**src/atc_pkg.sv**
```systemverilog
// shared types, constants and helpers for the atc texture block decoder
`default_nettype none

package atc_pkg;

	// stream payload widths
	localparam int unsigned BlockWidth  = 64;
	localparam int unsigned InDataWidth = 2 * BlockWidth;
	localparam int unsigned IndexWidth  = 4;
	localparam int unsigned RgbaWidth   = 32;
	localparam int unsigned OutDataWidth = 40;

	// last texel of a block
	localparam logic [IndexWidth-1:0] LastTexel = 4'd15;

	// reciprocals for the alpha ramp, exact for numerators below 2048
	localparam int unsigned    RecipShift = 15;
	localparam logic [12:0]    Recip7     = 13'd4682;
	localparam logic [12:0]    Recip5     = 13'd6554;

	// alpha source codes of the format register
	typedef enum logic [1:0] {
		FMT_RGB      = 2'd0,
		FMT_EXPLICIT = 2'd1,
		FMT_INTERP   = 2'd2,
		FMT_INTERP_X = 2'd3
	} fmt_t;

	// how the final alpha value is formed in the last stage
	typedef enum logic [1:0] {
		ALPHA_DIRECT = 2'd0,
		ALPHA_DIV7   = 2'd1,
		ALPHA_DIV5   = 2'd2
	} alpha_kind_t;

	// 5-bit channel to 8 bits by bit replication
	function automatic logic [7:0] widen5(input logic [4:0] v);
		widen5 = {v, v[4:2]};
	endfunction

	// 6-bit channel to 8 bits by bit replication
	function automatic logic [7:0] widen6(input logic [5:0] v);
		widen6 = {v, v[5:4]};
	endfunction

endpackage

`default_nettype wire

```
**src/atc_texture_block_decoder.sv**
```systemverilog
// atc texture block decoder top level: block register, sequencer and three-stage texel pipeline
`default_nettype none

// Decodes one compressed 4x4 block per input beat into sixteen RGBA8888 output beats in
// raster order, tlast on the sixteenth. The texel sequencer walks the held block one texel
// per cycle unless the output stalls it; the next block is accepted in the cycle its last
// texel enters the pipeline, so blocks stream with no gap. A texel leaving the sequencer
// passes the expand, palette and ramp numerator, and ramp divide stages to its output beat.
// The format register picks the alpha source and must be written only while the block is
// idle.
module atc_texture_block_decoder
	import atc_pkg::*;
(
	input  wire logic                    clk,
	input  wire logic                    arst_n,
	// format register write
	input  wire logic                    cfg_wr_en,
	input  wire logic [1:0]              cfg_wr_data,
	// input blocks
	input  wire logic                    s_axis_tvalid,
	output logic                         s_axis_tready,
	input  wire logic [InDataWidth-1:0]  s_axis_tdata,  // color_block[63:0], alpha_block[127:64]
	// output texels
	output logic                         m_axis_tvalid,
	input  wire logic                    m_axis_tready,
	output logic [OutDataWidth-1:0]      m_axis_tdata,  // pixel_index[3:0], pixel_rgba[35:4], zero pad
	output logic                         m_axis_tlast   // last_pixel
);

	// format register
	logic [1:0] format_q;

	always_ff @(posedge clk or negedge arst_n) begin
		if (!arst_n) begin
			format_q <= FMT_RGB;
		end else if (cfg_wr_en) begin
			format_q <= cfg_wr_data;
		end
	end

	// pipeline handshake
	logic v_s1, v_s2, v_s3;
	logic rdy_s1, rdy_s2, rdy_s3;
	logic blk_valid_q;
	logic [IndexWidth-1:0] cnt_q;
	logic emit;
	logic s_beat;

	assign rdy_s3 = !v_s3 || m_axis_tready;
	assign rdy_s2 = !v_s2 || rdy_s3;
	assign rdy_s1 = !v_s1 || rdy_s2;
	assign emit   = blk_valid_q && rdy_s1;
	assign s_axis_tready = !blk_valid_q || (rdy_s1 && cnt_q == LastTexel);
	assign s_beat = s_axis_tvalid && s_axis_tready;

	// held block and texel sequencer
	logic [BlockWidth-1:0] cb_q, ab_q;
	logic [1:0]            fmt_q;

	always_ff @(posedge clk or negedge arst_n) begin
		if (!arst_n) begin
			blk_valid_q <= 1'b0;
			cnt_q       <= '0;
		end else if (s_beat) begin
			blk_valid_q <= 1'b1;
			cnt_q       <= '0;
		end else if (emit) begin
			cnt_q <= cnt_q + 1'b1;
			if (cnt_q == LastTexel) begin
				blk_valid_q <= 1'b0;
			end
		end
	end

	always_ff @(posedge clk) begin
		if (s_beat) begin
			cb_q  <= s_axis_tdata[BlockWidth-1:0];
			ab_q  <= s_axis_tdata[InDataWidth-1:BlockWidth];
			fmt_q <= format_q;
		end
	end

	// stage 1: channel expansion and per-texel index extraction
	logic [7:0]            e0_s1 [3];
	logic [7:0]            e1_s1 [3];
	logic                  mode_s1;
	logic [1:0]            cidx_s1;
	logic [1:0]            fmt_s1;
	logic [3:0]            nib_s1;
	logic [2:0]            aidx_s1;
	logic [7:0]            a0_s1, a1_s1;
	logic [IndexWidth-1:0] pix_s1;

	always_ff @(posedge clk or negedge arst_n) begin
		if (!arst_n) begin
			v_s1 <= 1'b0;
		end else if (rdy_s1) begin
			v_s1 <= emit;
		end
	end

	always_ff @(posedge clk) begin
		if (emit) begin
			e0_s1[0] <= widen5(cb_q[4:0]);
			e0_s1[1] <= widen5(cb_q[9:5]);
			e0_s1[2] <= widen5(cb_q[14:10]);
			e1_s1[0] <= widen5(cb_q[20:16]);
			e1_s1[1] <= widen6(cb_q[26:21]);
			e1_s1[2] <= widen5(cb_q[31:27]);
			mode_s1  <= cb_q[15];
			cidx_s1  <= cb_q[32 + 2*cnt_q +: 2];
			fmt_s1   <= fmt_q;
			nib_s1   <= ab_q[4*cnt_q +: 4];
			aidx_s1  <= ab_q[16 + 3*cnt_q +: 3];
			a0_s1    <= ab_q[7:0];
			a1_s1    <= ab_q[15:8];
			pix_s1   <= cnt_q;
		end
	end

	// stage 2 logic: palette entry per channel
	logic [23:0] rgb_c;

	always_comb begin
		logic [10:0] mix;
		logic [7:0]  q;
		rgb_c = '0;
		for (int ch = 0; ch < 3; ch++) begin
			mix = '0;
			q   = e1_s1[ch] >> 2;
			case (cidx_s1)
				2'd0: rgb_c[8*ch +: 8] = mode_s1 ? 8'd0 : e0_s1[ch];
				2'd1: begin
					if (mode_s1) begin
						rgb_c[8*ch +: 8] = (e0_s1[ch] > q) ? e0_s1[ch] - q : 8'd0;
					end else begin
						mix = 11'(e0_s1[ch]) * 11'd5 + 11'(e1_s1[ch]) * 11'd3;
						rgb_c[8*ch +: 8] = mix[10:3];
					end
				end
				2'd2: begin
					if (mode_s1) begin
						rgb_c[8*ch +: 8] = e0_s1[ch];
					end else begin
						mix = 11'(e0_s1[ch]) * 11'd3 + 11'(e1_s1[ch]) * 11'd5;
						rgb_c[8*ch +: 8] = mix[10:3];
					end
				end
				default: rgb_c[8*ch +: 8] = e1_s1[ch];
			endcase
		end
	end

	// stage 2 logic: alpha source and ramp numerator
	alpha_kind_t akind_c;
	logic [7:0]  aval_c;
	logic [10:0] anum_c;

	always_comb begin
		logic [2:0] k;
		k       = aidx_s1 - 3'd1;
		akind_c = ALPHA_DIRECT;
		aval_c  = 8'hff;
		anum_c  = '0;
		case (fmt_s1)
			FMT_RGB:      aval_c = 8'hff;
			FMT_EXPLICIT: aval_c = {nib_s1, nib_s1};
			default: begin
				if (aidx_s1 == 3'd0) begin
					aval_c = a0_s1;
				end else if (aidx_s1 == 3'd1) begin
					aval_c = a1_s1;
				end else if (a0_s1 > a1_s1) begin
					akind_c = ALPHA_DIV7;
					anum_c  = 11'(3'd7 - k) * 11'(a0_s1) + 11'(k) * 11'(a1_s1);
				end else if (aidx_s1 == 3'd6) begin
					aval_c = 8'd0;
				end else if (aidx_s1 == 3'd7) begin
					aval_c = 8'hff;
				end else begin
					akind_c = ALPHA_DIV5;
					anum_c  = 11'(3'd5 - k) * 11'(a0_s1) + 11'(k) * 11'(a1_s1);
				end
			end
		endcase
	end

	// stage 2 registers
	logic [23:0]           rgb_s2;
	alpha_kind_t           akind_s2;
	logic [7:0]            aval_s2;
	logic [10:0]           anum_s2;
	logic [IndexWidth-1:0] pix_s2;
	logic                  adv_s2;

	assign adv_s2 = v_s1 && rdy_s2;

	always_ff @(posedge clk or negedge arst_n) begin
		if (!arst_n) begin
			v_s2 <= 1'b0;
		end else if (rdy_s2) begin
			v_s2 <= v_s1;
		end
	end

	always_ff @(posedge clk) begin
		if (adv_s2) begin
			rgb_s2   <= rgb_c;
			akind_s2 <= akind_c;
			aval_s2  <= aval_c;
			anum_s2  <= anum_c;
			pix_s2   <= pix_s1;
		end
	end

	// stage 3 logic: ramp division by reciprocal multiply
	logic [23:0] prod_c;
	logic [7:0]  alpha_c;

	always_comb begin
		prod_c = 24'(anum_s2) * 24'((akind_s2 == ALPHA_DIV7) ? Recip7 : Recip5);
		unique case (akind_s2)
			ALPHA_DIV7, ALPHA_DIV5: alpha_c = prod_c[RecipShift +: 8];
			default:                alpha_c = aval_s2;
		endcase
	end

	// stage 3: output register
	logic adv_s3;

	assign adv_s3 = v_s2 && rdy_s3;

	always_ff @(posedge clk or negedge arst_n) begin
		if (!arst_n) begin
			v_s3 <= 1'b0;
		end else if (rdy_s3) begin
			v_s3 <= v_s2;
		end
	end

	always_ff @(posedge clk) begin
		if (adv_s3) begin
			m_axis_tdata <= {4'd0, alpha_c, rgb_s2, pix_s2};
			m_axis_tlast <= (pix_s2 == LastTexel);
		end
	end

	assign m_axis_tvalid = v_s3;

	// texels in adjacent stages are consecutive in raster order
	a_seq_s12: assert property (@(posedge clk) disable iff (!arst_n)
		v_s1 && v_s2 |-> pix_s1 == pix_s2 + 4'd1)
		else $error("stage 1 and 2 texels out of order");

	a_seq_s23: assert property (@(posedge clk) disable iff (!arst_n)
		v_s2 && v_s3 |-> pix_s2 == m_axis_tdata[3:0] + 4'd1)
		else $error("stage 2 and 3 texels out of order");

	// a new block is taken only while the held one is on its last texel
	a_take: assert property (@(posedge clk) disable iff (!arst_n)
		blk_valid_q && s_axis_tready |-> cnt_q == LastTexel && emit)
		else $error("block accepted while texels remain");

	// tlast marks the sixteenth texel only
	a_last: assert property (@(posedge clk) disable iff (!arst_n)
		m_axis_tvalid |-> m_axis_tlast == (m_axis_tdata[3:0] == LastTexel))
		else $error("tlast does not match texel index");

endmodule

`default_nettype wire
```
**config.mk**
```make
export PLATFORM = sky130hd
export DESIGN_NAME = atc_texture_block_decoder
export DESIGN_NICKNAME = d
export VERILOG_FILES = /design/src/atc_pkg.sv /design/src/atc_texture_block_decoder.sv
export SDC_FILE = /design/constraint.sdc
export NUM_CORES = 1
export LEC_CHECK = 0
export ABC_AREA = 1
export BUFFER_PORTS_ARGS = -buffer_cell sky130_fd_sc_hd__clkbuf_2
export CAP_MARGIN = 20
export CELL_PAD_IN_SITES_DETAIL_PLACEMENT = 0
export CELL_PAD_IN_SITES_GLOBAL_PLACEMENT = 1
export CORE_MARGIN = 5
export CORE_UTILIZATION = 43
export DETAILED_ROUTE_END_ITERATION = 8
export GPL_TIMING_DRIVEN = 0
export PLACE_DENSITY = 0.82
export SETUP_SLACK_MARGIN = 0.1
export SLEW_MARGIN = 20
export SYNTH_ARGS = -nofsm -noshare
export SYNTH_HDL_FRONTEND = slang
export SYNTH_SLANG_ARGS = --single-unit
```
**constraint.sdc**
```tcl
create_clock -name clk -period 6.08 [get_ports clk]
set_input_delay 1.216 -clock clk [delete_from_list [all_inputs] [get_ports clk]]
set_output_delay 1.216 -clock clk [all_outputs]
set_load 0.02 [all_outputs]
```
==> summary.md, run 1 <==
| Metric | Value |
|---|---|
| Status | complete, no violations |
| Initial antenna violation count | 0 |
| Mux cell area share after synthesis | 0.0920% |
| Worst-case clock buffer depth | 3 |
| Post-Synth Adder-Cell Area | 27.4% |
| First-pass GRT wire length | 103,000 um |
| Ys flop type | edfxtp_1 |
| Initial core utilization | 43.4% |
| Relative slew slack | 42.4% |
| CTS buffer count | 31 |
| Netlist cell types | 56 |
| Mapped Area | 0.0245 sq mm |
| Initial DRC count | 1,388 |
| Total wire length | roughly 64,000 um |
| DRT Pass-1 Iters | 6 |
| H-tree depth | 1 |
| Arrival @ worst endpoint | 6.05 ns |
| Root Driver | clkbuf_16 |
| Max Cap Viol | 0 |
| Site row count | 87 |
| Port Buffers | around 170 |
| Largest family of logic cells by synthesized area | adder cells |
| Worst setup slack after layout | 0.371 ns |
| DR WL/cell | 16.8 um |
| RSZ-0062 raised after global routing | yes |
| GRT Util Overall | 20.3% |
| DPL Wire Length | 51,600 um |
| Max FO, Critical Path | 10 |
| Most common cell in the netlist | nand2_1 |
| Cell count after synthesis | 2,766 |
| Post-Synth Simple-Gate Area | a little under a fifth |
| GRT overflow | 0 |
| Die Ht | 249 um |
| Fillcell total | 5,372 |
| Syn Area/Cell | 8.85 sq um |
| DR vias/cell | between 5 and 6 |
| Synth area leaders | edfxtp_1, fa_1, ha_1 |
| Final setup vio count | 0 |
| Setup WS pre-CTS | -0.681 ns |
| Synth Area in Compound Gates | ~7.6% |
| Area of the die | between 0.06 and 0.07 sq mm |
| HP Class | reg2reg |
| Post-synth EDFFs | between 200 and 300 |
| Die width | 249 um |
| Total number of vias | between 15k and 20k |
| Clock transition at path regs | 0.06 ns |
| Area occupied by multi-input gates | roughly 0.014 sq mm |
| Post-route clock skew | between 0.015 and 0.02 ns |
| Ys Warns | 0 |
| FMAX | around 180 MHz |
| Clock sink count | 289 |
| WS Path Type | reg2reg |
| Gr busiest metal | met2 |
| FF+latch count, synth | 289 |
| Hold-fix buffers, CTS | 0 |
| Worst EP required | 6.42 ns |
| Clk Latency, worst-skew pair | between 0.6 and 0.7 ns |
| Post-synth ARST share | under 10% |
| Vias in the first global route | 19.8k |
| Area growth syn-to-layout | 13.2% |
| Synthesized-area fraction occupied by xor and xnor cells | under 10% |
| Final #Nets | roughly 3.6k |
| Detailed-route DRC error count | 0 |
| Final antenna-violating net count | 0 |
| Post-Layout Cell Count | 3,776 |
| GPL Wtd Cong | 0.925 |
| Worst Tran Pin Value | roughly 0.86 ns |
| Register area share after synthesis | around a third |
| Placed insts | 3,715 |
| Period utilisation layout | 93.9% |
| FF/Latch Area | roughly 0.0086 sq mm |
| Met2 usage | 33.1% |
| Tmin final | roughly 5.7 ns |
| Post-synth top cells | nand2_1, inv_1, edfxtp_1 |
| Final Max Tran Viols | 0 |
| Core area | 0.0564 sq mm |
| CTS tree | done |
| Crit end category | flop |
| Largest net degree at the start of global routing | 74 |
| Top cell type's share of synthesized area | 34.2% |
| Final hold vios | 0 |
| GR Util met3 | 3.10% |
| Critical Path Start Type | flop |
| IO Count | 178 |
| Met1 Usage GRT | 28.4% |
| Layout cells sized above 1 | 11.2% |
| ANT cells | 0 |
| Yosys top cell by area | edfxtp_1 |
| Final Core Density | 49.1% |
layout by cell type, fill, tap and decap left out, drive strengths merged, types with 3 or more instances in the layout:
cell type  instances
nand2            618
inv              575
edfxtp           279
ha               268
clkbuf           227
nor2             183
nand3            181
fa               168
o21ai            120
a21oi            118
nand4             45
buf               41
xnor2             20
xor2              19
conb              18
o21bai            18
nor3              11
o22ai             10
dfrtp             10
a21o               9
a31oi              9
clkinv             9
nand3b             8
o211ai             7
o221ai             7
bufinv             7
o21a               6
nor4               4
a21boi             4
a31o               3
clkinvlp           3
o311ai             3
worst max-delay path: stages, from the launching register on:
cell and delay, ns:
edfxtp_1 0.43, clkbuf_8 0.20, inv_4 0.11, ha_1 0.30, clkbuf_4 0.23, nor2_1 0.16, fa_1 0.44, ha_1 0.26
fa_2 0.37, nand3_1 0.09, nand2_1 0.13, a31o_2 0.25, xor2_2 0.22, inv_1 0.10, fa_1 0.52, fa_1 0.56
inv_1 0.05, ha_2 0.31, a21oi_1 0.13, a21boi_1 0.16, nand2_1 0.08, or2_0 0.20, nand3_1 0.07, o21ai_1 0.07
worst paths after layout:
path | start | to | slack, ns | depth (start not counted)
max | aidx_s1[0]$_DFFE_PP_ | anum_s2[9]$_SDFFCE_PP0P_ | 0.37 | 23
max in group asynchronous | arst_n | format_q[0]$_DFFE_PN0P_ | 5.36 | 1
max reg2reg | aidx_s1[0]$_DFFE_PP_ | anum_s2[9]$_SDFFCE_PP0P_ | 0.37 | 23
min | rgb_s2[19]$_DFFE_PP_ | m_axis_tdata[23]$_DFFE_PP_ | 0.42 | 0
min reg2reg | rgb_s2[19]$_DFFE_PP_ | m_axis_tdata[23]$_DFFE_PP_ | 0.42 | 0
min in group asynchronous | arst_n | blk_valid_q$_DFFE_PN0P_ | 0.48 | 1
final cells by class:
type	count	area share (%)
multi-input combinational	1869	49.0
inverter	569	7.76
timing repair buffer	180	3.49
buffer	55	1.10
clock buffer	33	2.83
sequential	289	31.1
tap	756	3.41
clock inverter	25	1.31
cell families after synthesis:
group / after synthesis
buf+inv: 624
mux: 2
fa+ha+maj: 436
xor+xnor: 39
simple gates: 1053
compound gates: 321
flops: 289
other cells: 2
repair_timing:
item	in CTS	in global routing
resized for setup	11	21
hold endpoints to repair	0	0
pin swaps	1	0
endpoints found under the setup margin	8	10
setup buffers	3	0
through the flow:
stage	TNS, ns	cell area [sq um]	hold WS [ns]
after floorplan	0	24500	0.400
after global placement	-2.39	26300	0.403
after detailed placement	-2.72	26400	0.405
after CTS	0	27600	0.420
after global routing	0	27700	0.422
final	0	27700	0.418
state kept, by name, indices dropped and copies added (netlist names), 2 cells and up:
| register | cells |
|---|---|
| cb_q | 64 |
| nib_s1 | 4 |
| fmt_s1 | 2 |
| rgb_s2 | 24 |
| pix_s1 | 4 |
| anum_s2 | 11 |
| ab_q | 64 |
| m_axis_tdata | 36 |
| akind_s2 | 2 |
| e1_s1 | 16 |
| cidx_s1 | 2 |
| cnt_q | 4 |
| fmt_q | 2 |
| e0_s1 | 15 |
| aval_s2 | 8 |
| aidx_s1 | 3 |
| a0_s1 | 8 |
| a1_s1 | 8 |
| pix_s2 | 4 |
| format_q | 2 |
layer usage:
layer / vias to the layer above / part of all wire, %
met5: - / 0
met4: 0 / 2.9
met3: 126 / 6.2
met2: 586 / 46
met1: 9179 / 45
li1: 9423 / -
Power of run 1 is left out: the tool's default activity adds up to more than one toggle a clock period on the data nets, which glitch-free logic cannot reach.
==> run 2, diff against run 1 <==
--- a/config.mk
+++ b/config.mk
@@ -13,9 +13,9 @@
 export CORE_MARGIN = 5
 export CORE_UTILIZATION = 43
 export DETAILED_ROUTE_END_ITERATION = 8
-export GPL_TIMING_DRIVEN = 0
 export PLACE_DENSITY = 0.82
 export SETUP_SLACK_MARGIN = 0.1
+export SKIP_LAST_GASP = 1
 export SLEW_MARGIN = 20
 export SYNTH_ARGS = -nofsm -noshare
 export SYNTH_HDL_FRONTEND = slang
==> run 2 against run 1 <==
  * First-iteration DRC count is 3.7% lower
  * Wire length decreased by 6.4%
  * Via count down 2.8%
  * Sequential share of layout area increased by 0.58 points
  * Fmax grew 2.8%
  * Critical path depth is 5 higher
  * Register-to-register slack improved by 0.16 ns
  * Die area unchanged
  * Clock skew shrank 0.0025 ns
  * Count of clock-buffer cells in the layout down 1
  * Final area decreased by 1.8%
  * Cell count fell by 1.3%
==> summary.md, run 2 (synthesized netlist as in run 1, its figures left out) <==
| Metric | Value |
|---|---|
| Status | complete, no violations (unchanged) |
| WS Path Type | reg2reg (unchanged) |
| Final Max Tran Viols | 0 (unchanged) |
| Min-Delay Startpoint | cb_q[31]$_DFFE_PP_ (was rgb_s2[19]$_DFFE_PP_) |
| Total wire length | 59,500 um (was 63,600 um) |
| IO Count | 178 (unchanged) |
| Largest net degree at the start of global routing | 77 (was 74) |
| Site row count | 87 (unchanged) |
| HP Class | reg2reg (unchanged) |
| Sum of negative setup slack | 0 ns (unchanged) |
| RSZ-0062 raised after global routing | yes (unchanged) |
| CP top delay family | adder cells (unchanged) |
| Initial DRC count | 1,337 (was 1,388) |
| DRT Pass-1 Iters | 5 (was 6) |
| Initial antenna violation count | 0 (unchanged) |
| Port Buffers | 173 (unchanged) |
| H-tree depth | 1 (unchanged) |
| Worst-case clock buffer depth | 3 (unchanged) |
| Crit path from | aidx_s1[0]$_DFFE_PP_ (unchanged) |
| WHS Path Cells | 0 (unchanged) |
| Die width | 249 um (unchanged) |
| Clock sink count | 289 (unchanged) |
| FMAX | 180 MHz (was 175 MHz) |
| Crit path max-delay cell type | fa_1 (unchanged) |
| Worst setup slack after layout | 0.529 ns (was 0.371 ns) |
| Critical Path Start Type | flop (unchanged) |
| Detailed-route DRC error count | 0 (unchanged) |
| ANT cells | 0 (unchanged) |
| GRT Util Overall | 19.0% (was 20.3%) |
| Die Ht | 249 um (unchanged) |
| DPL Wire Length | 47,700 um (was 51,600 um) |
| Clock transition at path regs | 0.06 ns (about the same) |
| GRT overflow | 0 (unchanged) |
| Max Cap Viol | 0 (unchanged) |
| Relative slew slack | 46.0% (was 42.4%) |
| Final #Nets | 3,519 (was 3,566) |
| Area growth syn-to-layout | 11.1% (was 13.2%) |
| Initial core utilization | 43.4% (unchanged) |
| CTS buffer count | 30 (was 31) |
| Max FO, Critical Path | 7 (was 10) |
| Worst EP required | 6.42 ns (about the same) |
| Root Driver | clkbuf_16 (unchanged) |
| Crit end category | flop (unchanged) |
| Setup WS pre-CTS | 0.372 ns (was -0.681 ns) |
| Period utilisation layout | 91.3% (was 93.9%) |
| Total number of vias | 18.8k (was 19.3k) |
| Largest regs | ab_q x64, cb_q x64, m_axis_tdata x36 (unchanged) |
| Core area | 0.0564 sq mm (unchanged) |
| Layout cells sized above 1 | 10.0% (was 11.2%) |
| Final antenna-violating net count | 0 (unchanged) |
| Post-route clock skew | 0.0162 ns (was 0.0187 ns) |
| Tmin final | 5.55 ns (was 5.71 ns) |
| Final setup vio count | 0 (unchanged) |
| GPL Wtd Cong | 0.903 (was 0.925) |
| DR WL/cell | 16.0 um (was 16.8 um) |
| Crit Reg-Reg Startpoint | aidx_s1[0]$_DFFE_PP_ (unchanged) |
| Arrival @ worst endpoint | 5.89 ns (was 6.05 ns) |
| CTS tree | done (unchanged) |
| Area of the die | 0.0618 sq mm (unchanged) |
| Most common cell after layout, fill and taps aside | nand2_1 (unchanged) |
| Vias in the first global route | 19.2k (was 19.8k) |
| Final hold vios | 0 (unchanged) |
| Clk Latency, worst-skew pair | 0.60 ns (was 0.61 ns) |
| CP peak stage delay | 0.56 ns (about the same) |
| Hold-fix buffers, CTS | 0 (unchanged) |
| First-pass GRT wire length | 98,200 um (was 103,000 um) |
| R2R cell count | 28 (was 23) |
| Worst Tran Pin Value | 0.810 ns (was 0.865 ns) |
| CP Buf/Inv Count | 7 (was 5) |
| DR vias/cell | 5.04 (was 5.11) |
| Number of cells on the critical path | 28 (was 23) |
| Most frequent cells in the layout | nand2_1, inv_1, edfxtp_1 (unchanged) |
run 2: cell types whose count changed in the layout (fill, tap and decap cells not counted), moves of 3 or more:
cell | before | now
a21oi_1 | 113 | 116
a21oi_2 | 4 | 1
buf_2 | 20 | 0
buf_4 | 13 | 16
bufinv_16 | 7 | 3
clkbuf_1 | 18 | 2
clkinv_2 | 2 | 9
clkinvlp_4 | 3 | 0
inv_2 | 9 | 12
inv_6 | 4 | 1
run 2: layout make-up:
type	count	area, sq um
fill	5428	29200
multi-input combinational	1869	13500
sequential	289	8630
inverter	569	2140
timing repair buffer	189	986
tap	756	946
clock buffer	32	758
clock inverter	23	233
run 2: final timing paths:
kind / to / slack (ns)
min in group asynchronous: format_q[0]$_DFFE_PN0P_ / 0.50
max in group asynchronous: cnt_q[0]$_DFFE_PN0P_ / 5.34
worst max register to register: anum_s2[9]$_SDFFCE_PP0P_ / 0.53
worst min register to register: e1_s1[0][18]$_DFFE_PP_ / 0.42
worst max-delay path: anum_s2[9]$_SDFFCE_PP0P_ / 0.53
worst min-delay path: e1_s1[0][18]$_DFFE_PP_ / 0.42
run 2: worst register-to-register path: cells and delay by family (launching register included):
kind / cells / cell delay [ns]
adders and majority gates: 7 / 2.71
buffers and inverters: 7 / 0.52
and+or+nand+nor: 8 / 0.83
AOI/OAI and AO/OA: 5 / 0.61
DFF: 1 / 0.40
xor gates and xnor gates: 1 / 0.25
run 2: layer usage:
layer / vias to the layer above / share of wire [%] / GRT usage [%]
li1: 9324 / - / -
met1: 8869 / 46 / 26.4
met2: 482 / 47 / 31.9
met3: 92 / 5.0 / 2.46
met4: 0 / 2.2 / 4.65
met5: - / 0 / 0
run 2: through the flow:
stage                     cells  instance area, sq um  hold WS [ns]  utilization, %
after floorplan            2782                 24500         0.400               -
after global placement     3670                 26200         0.401            46.4
after detailed placement   3670                 26200         0.406            46.4
after CTS                  3725                 27200         0.416            48.2
after global routing       3727                 27200         0.420            48.2
final                      3727                 27200         0.418            48.2
run 2: what timing repair did:
action,CTS,global route
resized for setup,0,3
endpoints found under the hold margin,0,0
setup endpoints to repair,0,4
setup buffers,0,2
Power of run 2 is left out for the same reason.
